**config.mk**
```make
export PLATFORM = sky130hd
export DESIGN_NAME = greedy_word_wrap_line_breaker
export DESIGN_NICKNAME = d
export VERILOG_FILES = /design/src/rtl/core/gwwlb_pkg.sv /design/src/rtl/core/gwwlb_core.sv /design/src/rtl/core/gwwlb_outq.sv /design/src/rtl/core/greedy_word_wrap_line_breaker.sv
export SDC_FILE = /design/constraint.sdc
export NUM_CORES = 1
export LEC_CHECK = 0
export ABC_AREA = 1
export BUFFER_PORTS_ARGS = -buffer_cell sky130_fd_sc_hd__buf_2
export CAP_MARGIN = 20
export CORE_ASPECT_RATIO = 1.25
export CORE_MARGIN = 10
export CORE_UTILIZATION = 31
export CTS_CLUSTER_SIZE = 24
export DETAILED_ROUTE_END_ITERATION = 12
export PLACE_DENSITY = 0.47
export SYNTH_ARGS = -nofsm -noshare
export SYNTH_HDL_FRONTEND = slang
export SYNTH_HIERARCHICAL = 1
export SYNTH_SLANG_ARGS = --single-unit
```
**constraint.sdc**
```tcl
create_clock -name clk -period 10.17 [get_ports clk]
set_input_delay 1.017 -clock clk [delete_from_list [all_inputs] [get_ports clk]]
set_output_delay 1.017 -clock clk [all_outputs]
set_load 0.1 [all_outputs]
```
**src/rtl/core/gwwlb_pkg.sv**
```systemverilog
// Shared types, constants and helpers of the greedy word-wrap line breaker.
// Used by every module in rtl/core; no dependencies.
`default_nettype none
package gwwlb_pkg;

  localparam int X_W         = 24;   // pen and row positions, sixteenths of a pixel
  localparam int ADV_W       = 12;   // glyph advance width
  localparam int WRAP_W      = 25;   // signed wrap width register
  localparam int LINE_IDX_W  = 13;   // character index on the result channel
  localparam int CFG_IDX_W   = 1;
  localparam int CFG_DATA_W  = 25;
  localparam int MAX_CHARS_DEF = 4096;

  localparam int OUTQ_DEPTH  = 4;
  localparam int OUTQ_PTR_W  = 2;
  localparam int OUTQ_CNT_W  = 3;

  typedef enum logic [CFG_IDX_W-1:0] {
    CFG_WRAP_WIDTH  = 1'b0,
    CFG_SPACE_WIDTH = 1'b1
  } cfg_reg_t;

  typedef enum logic {
    OP_CHAR  = 1'b0,
    OP_FLUSH = 1'b1
  } op_t;

  typedef struct packed {
    logic [LINE_IDX_W-1:0] line_start;
    logic [LINE_IDX_W-1:0] line_end;
    logic [X_W-1:0]        line_width;
    logic                  last_of_run;
  } line_t;

  // lines raised by one item, first in l0
  typedef struct packed {
    logic [1:0] n;
    line_t      l0;
    line_t      l1;
  } lines_t;

  function automatic logic [X_W-1:0] sat_add(input logic [X_W-1:0] a,
                                             input logic [ADV_W-1:0] b);
    logic [X_W:0] s;
    s = {1'b0, a} + {{(X_W+1-ADV_W){1'b0}}, b};
    return s[X_W] ? {X_W{1'b1}} : s[X_W-1:0];
  endfunction

  function automatic logic [X_W-1:0] width_between(input logic [X_W-1:0] from_x,
                                                   input logic [X_W-1:0] to_x);
    return (to_x <= from_x) ? '0 : (to_x - from_x);
  endfunction

endpackage
`default_nettype wire

```
**src/rtl/core/gwwlb_core.sv**
```systemverilog
// Row tracking state and break decision of the line breaker.
// Depends on gwwlb_pkg; produces up to two lines per accepted item.
`default_nettype none
module gwwlb_core #(
  parameter int MAX_CHARS = gwwlb_pkg::MAX_CHARS_DEF
) (
  input  wire                            clk,
  input  wire                            rst_n,
  input  wire                            in_fire,
  input  wire                            operation,
  input  wire                            is_space,
  input  wire  [gwwlb_pkg::ADV_W-1:0]    advance_width,
  input  wire  [gwwlb_pkg::WRAP_W-1:0]   wrap_width,
  input  wire  [gwwlb_pkg::ADV_W-1:0]    space_width,
  output gwwlb_pkg::lines_t              lines
);
  import gwwlb_pkg::*;

  localparam int IDX_W  = $clog2(MAX_CHARS + 1);
  localparam int WIDE_W = (IDX_W > LINE_IDX_W) ? IDX_W : LINE_IDX_W;

  logic [IDX_W-1:0] char_count_r,      char_count_nxt;
  logic [X_W-1:0]   pen_x_r,           pen_x_nxt;
  logic [IDX_W-1:0] row_start_index_r, row_start_index_nxt;
  logic [X_W-1:0]   row_start_x_r,     row_start_x_nxt;
  logic             break_valid_r,     break_valid_nxt;
  logic [IDX_W-1:0] break_index_r,     break_index_nxt;
  logic [X_W-1:0]   break_x_r,         break_x_nxt;

  logic             enabled;
  logic             row_gt;
  logic [X_W+1:0]   row_diff;
  logic [X_W+1:0]   wrap_ext;
  logic [X_W-1:0]   break_next_x;

  function automatic line_t make_line(input logic [IDX_W-1:0] s,
                                      input logic [IDX_W-1:0] e,
                                      input logic [X_W-1:0]   from_x,
                                      input logic [X_W-1:0]   to_x,
                                      input logic             last);
    logic [WIDE_W-1:0] s_w;
    logic [WIDE_W-1:0] e_w;
    line_t             l;
    s_w           = WIDE_W'(s);
    e_w           = WIDE_W'(e);
    l.line_start  = s_w[LINE_IDX_W-1:0];
    l.line_end    = e_w[LINE_IDX_W-1:0];
    l.line_width  = width_between(from_x, to_x);
    l.last_of_run = last;
    return l;
  endfunction

  assign enabled      = !wrap_width[WRAP_W-1];
  assign row_diff     = {2'b00, pen_x_r} - {2'b00, row_start_x_r};
  assign wrap_ext     = {{(X_W+2-WRAP_W){wrap_width[WRAP_W-1]}}, wrap_width};
  assign row_gt       = $signed(row_diff) > $signed(wrap_ext);
  assign break_next_x = sat_add(break_x_r, space_width);

  always_comb begin
    char_count_nxt      = char_count_r;
    pen_x_nxt           = pen_x_r;
    row_start_index_nxt = row_start_index_r;
    row_start_x_nxt     = row_start_x_r;
    break_valid_nxt     = break_valid_r;
    break_index_nxt     = break_index_r;
    break_x_nxt         = break_x_r;
    lines               = '0;

    if (operation == OP_FLUSH) begin
      if (enabled && (row_start_index_r != char_count_r)) begin
        if (row_gt && break_valid_r) begin
          lines.n  = 2'd2;
          lines.l0 = make_line(row_start_index_r, break_index_r, row_start_x_r,
                               break_x_r, 1'b0);
          lines.l1 = make_line(break_index_r + 1'b1, char_count_r, break_next_x,
                               pen_x_r, 1'b1);
        end else begin
          lines.n  = 2'd1;
          lines.l0 = make_line(row_start_index_r, char_count_r, row_start_x_r,
                               pen_x_r, 1'b1);
        end
      end
      char_count_nxt      = '0;
      pen_x_nxt           = '0;
      row_start_index_nxt = '0;
      row_start_x_nxt     = '0;
      break_valid_nxt     = 1'b0;
      break_index_nxt     = '0;
      break_x_nxt         = '0;
    end else if (char_count_r < IDX_W'(MAX_CHARS)) begin
      if (enabled && is_space) begin
        if (row_gt) begin
          lines.n = 2'd1;
          if (break_valid_r) begin
            // close the row at the previous space, this space becomes the break
            lines.l0 = make_line(row_start_index_r, break_index_r, row_start_x_r,
                                 break_x_r, 1'b1);
            row_start_index_nxt = break_index_r + 1'b1;
            row_start_x_nxt     = break_next_x;
            break_index_nxt     = char_count_r;
            break_x_nxt         = pen_x_r;
          end else begin
            lines.l0 = make_line(row_start_index_r, char_count_r, row_start_x_r,
                                 pen_x_r, 1'b1);
            row_start_index_nxt = char_count_r + 1'b1;
            row_start_x_nxt     = sat_add(pen_x_r, space_width);
          end
        end else begin
          break_valid_nxt = 1'b1;
          break_index_nxt = char_count_r;
          break_x_nxt     = pen_x_r;
        end
      end
      pen_x_nxt      = sat_add(pen_x_r, advance_width);
      char_count_nxt = char_count_r + 1'b1;
    end
  end

  always_ff @(posedge clk) begin
    if (!rst_n) begin
      char_count_r      <= '0;
      pen_x_r           <= '0;
      row_start_index_r <= '0;
      row_start_x_r     <= '0;
      break_valid_r     <= 1'b0;
      break_index_r     <= '0;
      break_x_r         <= '0;
    end else if (in_fire) begin
      char_count_r      <= char_count_nxt;
      pen_x_r           <= pen_x_nxt;
      row_start_index_r <= row_start_index_nxt;
      row_start_x_r     <= row_start_x_nxt;
      break_valid_r     <= break_valid_nxt;
      break_index_r     <= break_index_nxt;
      break_x_r         <= break_x_nxt;
    end
  end

endmodule
`default_nettype wire

```
**src/rtl/core/gwwlb_outq.sv**
```systemverilog
// Result queue of the line breaker: takes up to two lines a cycle, gives one
// while out_ready is high. Depends on gwwlb_pkg.
`default_nettype none
module gwwlb_outq (
  input  wire                           clk,
  input  wire                           rst_n,
  input  wire                           push,
  input  wire gwwlb_pkg::lines_t        lines,
  output logic                          space_ok,
  output logic                          out_valid,
  input  wire                           out_ready,
  output gwwlb_pkg::line_t              out_line,
  output logic [gwwlb_pkg::OUTQ_CNT_W-1:0] count
);
  import gwwlb_pkg::*;

  line_t                 mem_r [OUTQ_DEPTH];
  logic [OUTQ_PTR_W-1:0] wr_ptr_r, wr_ptr_nxt;
  logic [OUTQ_PTR_W-1:0] rd_ptr_r, rd_ptr_nxt;
  logic [OUTQ_CNT_W-1:0] count_r,  count_nxt;
  logic [1:0]            push_n;
  logic                  pop;
  logic [OUTQ_PTR_W-1:0] wr_ptr_p1;

  assign push_n    = push ? lines.n : 2'd0;
  assign pop       = out_valid && out_ready;
  assign wr_ptr_p1 = wr_ptr_r + 1'b1;
  assign out_valid = (count_r != '0);
  assign out_line  = mem_r[rd_ptr_r];
  assign space_ok  = (count_r <= OUTQ_CNT_W'(OUTQ_DEPTH - 2));
  assign count     = count_r;

  always_comb begin
    wr_ptr_nxt = wr_ptr_r + OUTQ_PTR_W'(push_n);
    rd_ptr_nxt = rd_ptr_r + OUTQ_PTR_W'(pop);
    count_nxt  = count_r + OUTQ_CNT_W'(push_n) - OUTQ_CNT_W'(pop);
  end

  always_ff @(posedge clk) begin
    if (!rst_n) begin
      wr_ptr_r <= '0;
      rd_ptr_r <= '0;
      count_r  <= '0;
    end else begin
      wr_ptr_r <= wr_ptr_nxt;
      rd_ptr_r <= rd_ptr_nxt;
      count_r  <= count_nxt;
    end
  end

  always_ff @(posedge clk) begin
    if (push_n != 2'd0) begin
      mem_r[wr_ptr_r] <= lines.l0;
    end
    if (push_n == 2'd2) begin
      mem_r[wr_ptr_p1] <= lines.l1;
    end
  end

endmodule
`default_nettype wire

```
**src/rtl/core/greedy_word_wrap_line_breaker.sv**
```systemverilog
// Greedy word-wrap line breaker, top level. Uses gwwlb_pkg, gwwlb_core, gwwlb_outq.
// Throughput: one item per cycle; in_ready stays high while at most two lines
// wait in the four-entry result queue (it drops once three or four wait).
// Raised lines are registered in the result queue and leave on out_* in order.
// Reset (rst_n low at a clock edge): row state, config registers and queue cleared.
`default_nettype none
module greedy_word_wrap_line_breaker #(
  parameter int MAX_CHARS = gwwlb_pkg::MAX_CHARS_DEF
) (
  input  wire                                clk,
  input  wire                                rst_n,
  input  wire                                cfg_we,
  input  wire  [gwwlb_pkg::CFG_IDX_W-1:0]    cfg_index,
  input  wire  [gwwlb_pkg::CFG_DATA_W-1:0]   cfg_wdata,
  input  wire                                in_valid,
  output logic                               in_ready,
  input  wire                                in_operation,
  input  wire                                in_is_space,
  input  wire  [gwwlb_pkg::ADV_W-1:0]        in_advance_width,
  output logic                               out_valid,
  input  wire                                out_ready,
  output logic [gwwlb_pkg::LINE_IDX_W-1:0]   out_line_start,
  output logic [gwwlb_pkg::LINE_IDX_W-1:0]   out_line_end,
  output logic [gwwlb_pkg::X_W-1:0]          out_line_width,
  output logic                               out_last_of_run
);
  import gwwlb_pkg::*;

  logic [WRAP_W-1:0]     wrap_width_r;
  logic [ADV_W-1:0]      space_width_r;
  logic                  in_fire;
  logic                  space_ok;
  lines_t                lines;
  line_t                 out_line;
  logic [OUTQ_CNT_W-1:0] q_count;

  always_ff @(posedge clk) begin
    if (!rst_n) begin
      wrap_width_r  <= '0;
      space_width_r <= '0;
    end else if (cfg_we) begin
      unique case (cfg_reg_t'(cfg_index))
        CFG_WRAP_WIDTH:  wrap_width_r  <= cfg_wdata[WRAP_W-1:0];
        CFG_SPACE_WIDTH: space_width_r <= cfg_wdata[ADV_W-1:0];
        default: ;
      endcase
    end
  end

  assign in_ready = space_ok;
  assign in_fire  = in_valid && in_ready;

  gwwlb_core #(
    .MAX_CHARS (MAX_CHARS)
  ) u_core (
    .clk           (clk),
    .rst_n         (rst_n),
    .in_fire       (in_fire),
    .operation     (in_operation),
    .is_space      (in_is_space),
    .advance_width (in_advance_width),
    .wrap_width    (wrap_width_r),
    .space_width   (space_width_r),
    .lines         (lines)
  );

  gwwlb_outq u_outq (
    .clk       (clk),
    .rst_n     (rst_n),
    .push      (in_fire),
    .lines     (lines),
    .space_ok  (space_ok),
    .out_valid (out_valid),
    .out_ready (out_ready),
    .out_line  (out_line),
    .count     (q_count)
  );

  assign out_line_start  = out_line.line_start;
  assign out_line_end    = out_line.line_end;
  assign out_line_width  = out_line.line_width;
  assign out_last_of_run = out_line.last_of_run;

  a_queue_bound: assert property (@(posedge clk) disable iff (!rst_n)
    q_count <= OUTQ_CNT_W'(OUTQ_DEPTH))
    else $error("result queue overfilled");

  a_two_lines_on_flush: assert property (@(posedge clk) disable iff (!rst_n)
    (in_fire && lines.n == 2'd2) |-> (in_operation == OP_FLUSH))
    else $error("two lines raised by a character item");

  a_silent_when_negative: assert property (@(posedge clk) disable iff (!rst_n)
    (in_fire && wrap_width_r[WRAP_W-1]) |-> (lines.n == 2'd0))
    else $error("line raised with negative wrap width");

  a_push_fits: assert property (@(posedge clk) disable iff (!rst_n)
    (in_fire && lines.n != 2'd0) |=> (q_count != '0))
    else $error("pushed line missing from queue");

endmodule
`default_nettype wire
```
==> insert_results.sql <==
INSERT INTO impl_metrics (metric_group, metric, value, unit) VALUES
('outcome', 'outcome', 'complete, no violations', ''),
('clocking', 'numClockSinks', '360', ''),
('finish', 'n_fill_cell', '9604', ''),
('clocking', 'clkSlewWorstSetupHoldPaths', '0.06', 'ns'),
('clocking', 'post-cts-setup-buffer-count', '0', ''),
('global_route', 'via_count_of_the_first_global_routing_pass', '25400', ''),
('sta', 'final-setup-viol-count', '0', ''),
('yosys', 'yosys_register_bits', '360', ''),
('hold_path', 'min_path_type', 'register to register', ''),
('yosys', 'async_reset_ff_frac', '0', ''),
('critical_path', 'setup.worst_path.end_class', 'register', ''),
('yosys', 'avgSynthCellArea', '6.840', 'um^2'),
('yosys', 'synthesized_area_fraction_occupied_by_xor_and_xnor_cells', '0.03456', ''),
('floorplanning', 'pin_count', '98', ''),
('routing', 'drt_pass1_iterations', '7', ''),
('place', 'detailedPlace.worstSlack', '3.991', 'ns'),
('sta', 'layout_min_cycle_time', '6.210', 'ns'),
('finish', 'nets', '4152', ''),
('global_route', 'grt_antenna_before_repair', '4', ''),
('floorplanning', 'placeableCoreArea', '86900', 'um^2'),
('yosys', 'synth_area', '27120', 'um^2'),
('floorplanning', 'dieWidth', '284.6', 'um'),
('yosys', 'synth_edf_count', '204', ''),
('clocking', 'cts.path.max_buffers', '3', ''),
('finish', 'finalCoreUtilization', '0.3431', ''),
('yosys', 'yosys_warnings', '6', ''),
('power', 'leakagePower', '0.01247', 'uW'),
('yosys', 'post_synthesis_mux_area_share', '0', ''),
('global_route', 'grt.overflow.total', '0', ''),
('yosys', 'net_count_after_synthesis', '4155', ''),
('power', 'ir_drop', '0.2908', 'mV'),
('routing', 'drc', '0', ''),
('sta', 'finalWorstSetupSlack', '3.960', 'ns'),
('finish', 'postLayoutCellArea', '29820', 'um^2'),
('routing', 'avgRoutedWirePerCell', '20.00', 'um'),
('yosys', 'synth-adder-area-share', '0.06884', ''),
('routing', 'final_antenna_net_count', '0', ''),
('clocking', 'cts-buffers-inserted', '43', ''),
('global_route', 'groute.usage.overall', '0.2017', ''),
('yosys', 'synthCells', '3965', ''),
('place', 'detailedPlacementHpwl', '79120', 'um'),
('clocking', 'cts_root_buffer', 'sky130_fd_sc_hd__clkbuf_16', ''),
('floorplanning', 'design.die.area', '99790', 'um^2'),
('global_route', 'grt_start_max_net_pins', '103', ''),
('sta', 'worst_slew_pin_slew', '1.106', 'ns'),
('place', 'detailed_place.area', '28320', 'um^2'),
('place', 'place_congestion', '0.9630', ''),
('critical_path', 'critPathArrivalTime', '6.47', 'ns'),
('floorplanning', 'initial_core_util', '0.3121', ''),
('yosys', 'synth_compound_area_frac', '0.1542', ''),
('place', 'portBuffers', '97', ''),
('floorplanning', 'die_height', '350.7', 'um'),
('yosys', 'yosysSeqAreaShare', '0.3410', ''),
('yosys', 'dominantRegCellSynth', 'sky130_fd_sc_hd__edfxtp_1', ''),
('routing', 'drt-initial-drc-count', '2071', ''),
('clocking', 'post_cts.resized_instances', '0', ''),
('critical_path', 'path_max_fanout', '36', ''),
('sta', 'drv_slew', '0', ''),
('sta', 'grt_setup_unrepaired', 'no', ''),
('routing', 'via_count', '26050', ''),
('clocking', 'clock_tree.htree_level_count', '2', ''),
('sta', 'timing.max_slew.rel_slack', '0.2629', ''),
('finish', 'final_layout_size_suffix_gt1_frac', '0.07681', ''),
('critical_path', 'timing.critical_path.from_type', 'register', ''),
('sta', 'timing_hold_violations_final', '0', ''),
('critical_path', 'worstPathRequired', '10.43', 'ns'),
('yosys', 'synthSimpleGateAreaFrac', '0.3033', ''),
('routing', 'postRouteWirelength', '103300', 'um'),
('flow_run', 'cap_violations', '0', ''),
('sta', 'timing.final.crit_share', '0.6106', ''),
('power', 'power_per_cell_area', '354.0', 'nW/um^2'),
('finish', 'area_delta_synth_final', '9.947', '%'),
('global_route', 'first_pass_grt_wire_length', '156000', 'um'),
('sta', 'post_route_clock_skew', '0.03088', 'ns'),
('clocking', 'worstSkewPairLatency', '0.62', 'ns'),
('clocking', 'cts.hold.buffers_added', '0', ''),
('clocking', 'tritoncts', 'built', ''),
('sta', 'whs', '0.4588', 'ns'),
('floorplanning', 'floorplan.rows', '121', ''),
('routing', 'via_per_inst', '5.043', ''),
('sta', 'totalNegativeSetupSlack', '0', 'ns'),
('sta', 'fmax', '0.1610', 'GHz'),
('critical_path', 'critical_setup_path_kind', 'register to register', ''),
('yosys', 'synth_top_family_by_area', 'simple AND/OR/NAND/NOR gates', ''),
('yosys', 'yosys.cell_types.count', '49', '');
[state kept, by name, indices dropped and copies added (netlist names), 2 cells and up]
name / count
u_core/row_start_x_r: 24
u_outq/count: 3
u_outq/rd_ptr_r: 2
u_outq/mem_r: 204
wrap_width_r: 25
u_core/break_index_r: 13
u_core/row_start_index_r: 13
u_core/pen_x_r: 24
u_core/break_x_r: 24
u_core/char_count_r: 13
space_width_r: 12
u_outq/wr_ptr_r: 2
[placed cells by master, fill, tap and decap left out, types with 43 or more instances in the layout]
master	synthesis	routed
sky130_fd_sc_hd__nand2_1	1108	1103
sky130_fd_sc_hd__nor2_1	476	475
sky130_fd_sc_hd__inv_1	416	414
sky130_fd_sc_hd__nand3_1	262	262
sky130_fd_sc_hd__o21ai_0	259	259
sky130_fd_sc_hd__a21oi_1	250	249
sky130_fd_sc_hd__edfxtp_1	204	204
sky130_fd_sc_hd__dfxtp_1	156	153
sky130_fd_sc_hd__ha_1	138	138
sky130_fd_sc_hd__o21ai_1	116	116
sky130_fd_sc_hd__buf_2	51	96
sky130_fd_sc_hd__xor2_1	65	65
sky130_fd_sc_hd__o21ai_2	54	54
sky130_fd_sc_hd__nand4_1	53	53
sky130_fd_sc_hd__o22ai_1	51	51
sky130_fd_sc_hd__clkbuf_16	0	43
[synth_stat cells (all sizes together) (4+ instances only)]
cell type | number | area share
nand2 | 1118 | 0.16
nor2 | 488 | 0.071
o21ai | 429 | 0.087
inv | 427 | 0.059
nand3 | 267 | 0.051
a21oi | 251 | 0.046
edfxtp | 204 | 0.23
dfxtp | 156 | 0.12
ha | 138 | 0.064
buf | 108 | 0.029
clkbuf | 68 | 0.0095
xor2 | 65 | 0.021
nand4 | 53 | 0.012
o22ai | 51 | 0.012
xnor2 | 42 | 0.014
nor3 | 31 | 0.0065
o21bai | 10 | 0.0028
or2 | 9 | 0.0021
fa | 7 | 0.0052
nand3b | 7 | 0.0019
nor4 | 7 | 0.0016
a21o | 6 | 0.0017
a31oi | 5 | 0.0012
and2 | 4 | 0.00092
[per-stage QoR]
| stage | cells | power [uW] |
|---|---|---|
| 2_1_floorplan | 3965 | 6970 |
| 3_3_place_gp | 5084 | 8868 |
| 3_5_place_dp | 5085 | 8843 |
| 4_1_cts | 5165 | 10560 |
| 5_1_grt | 5165 | 11340 |
| 6_report | 5166 | 10560 |
[kinds of logic after synthesis]
logic type | count (synthesis)
xor+xnor | 107
buf+inv | 605
simple gates | 1985
flops | 360
fa+ha+maj | 145
compound gates | 763
[final timing paths]
check / start / to / slack (ns) / cells after the start
hold reg to reg: u_core/break_index_r[12] / u_core/break_index_r[12] / 0.46 / 2
hold / removal: u_core/break_index_r[12] / u_core/break_index_r[12] / 0.46 / 2
setup reg to reg: u_core/pen_x_r[1] / u_outq/mem_r[2][26] / 3.96 / 26
setup / recovery: u_core/pen_x_r[1] / u_outq/mem_r[2][26] / 3.96 / 26
[layout make-up]
cell class / instances / area (um^2) / share of cell area
Multi-Input combinational cell: 3000 / 15270 / 0.5120
Sequential cell: 360 / 9255 / 0.3104
Inverter: 429 / 1618 / 0.05426
Tap cell: 1168 / 1461 / 0.04901
Clock buffer: 54 / 1137 / 0.03814
Timing Repair Buffer: 128 / 720.7 / 0.02417
Clock inverter: 26 / 355.3 / 0.01192
Antenna cell: 1 / 2.502 / 0.00008392
[where the power goes]
part           leakage [uW]  switching, uW  internal, uW  total [uW]
Clock              0.000715            686           981        1670
Sequential          0.00314            221          1890        2110
Combinational       0.00861           5040          1740        6780
Total                0.0125           5940          4610       10600
[metal layers]
metal  part of all wire  GRT usage
met1               0.42     0.2399
met2               0.48     0.3547
met3              0.046    0.02589
met4              0.052    0.09977
met5            0.00011          0
[worst max-delay path, cell delays in order, from the launching register on]
cell and delay [ns]:
sky130_fd_sc_hd__dfxtp_1 0.53, sky130_fd_sc_hd__inv_1 0.21, sky130_fd_sc_hd__fa_1 0.52, sky130_fd_sc_hd__nor2_1 0.14
sky130_fd_sc_hd__o21ai_0 0.08, sky130_fd_sc_hd__nand2_1 0.17, sky130_fd_sc_hd__nand2_1 0.08, sky130_fd_sc_hd__nand2_1 0.09
sky130_fd_sc_hd__nand2_1 0.08, sky130_fd_sc_hd__nand2_1 0.07, sky130_fd_sc_hd__nand2_1 0.05, sky130_fd_sc_hd__nand2_1 0.12
sky130_fd_sc_hd__inv_1 0.08, sky130_fd_sc_hd__ha_1 0.30, sky130_fd_sc_hd__nand2_1 0.09, sky130_fd_sc_hd__nor2_1 0.12
sky130_fd_sc_hd__nand2_1 0.09, sky130_fd_sc_hd__nor3_2 0.10, sky130_fd_sc_hd__nand2_1 0.11, sky130_fd_sc_hd__nand3_2 0.18
sky130_fd_sc_hd__nand3_4 0.25, sky130_fd_sc_hd__nand2_2 0.26, sky130_fd_sc_hd__o21ai_0 0.32, sky130_fd_sc_hd__nor2_4 0.35
sky130_fd_sc_hd__nand2_4 0.27, sky130_fd_sc_hd__nand2_2 0.61, sky130_fd_sc_hd__buf_4 0.52
Note: power is estimated with default switching activity, not from simulation.
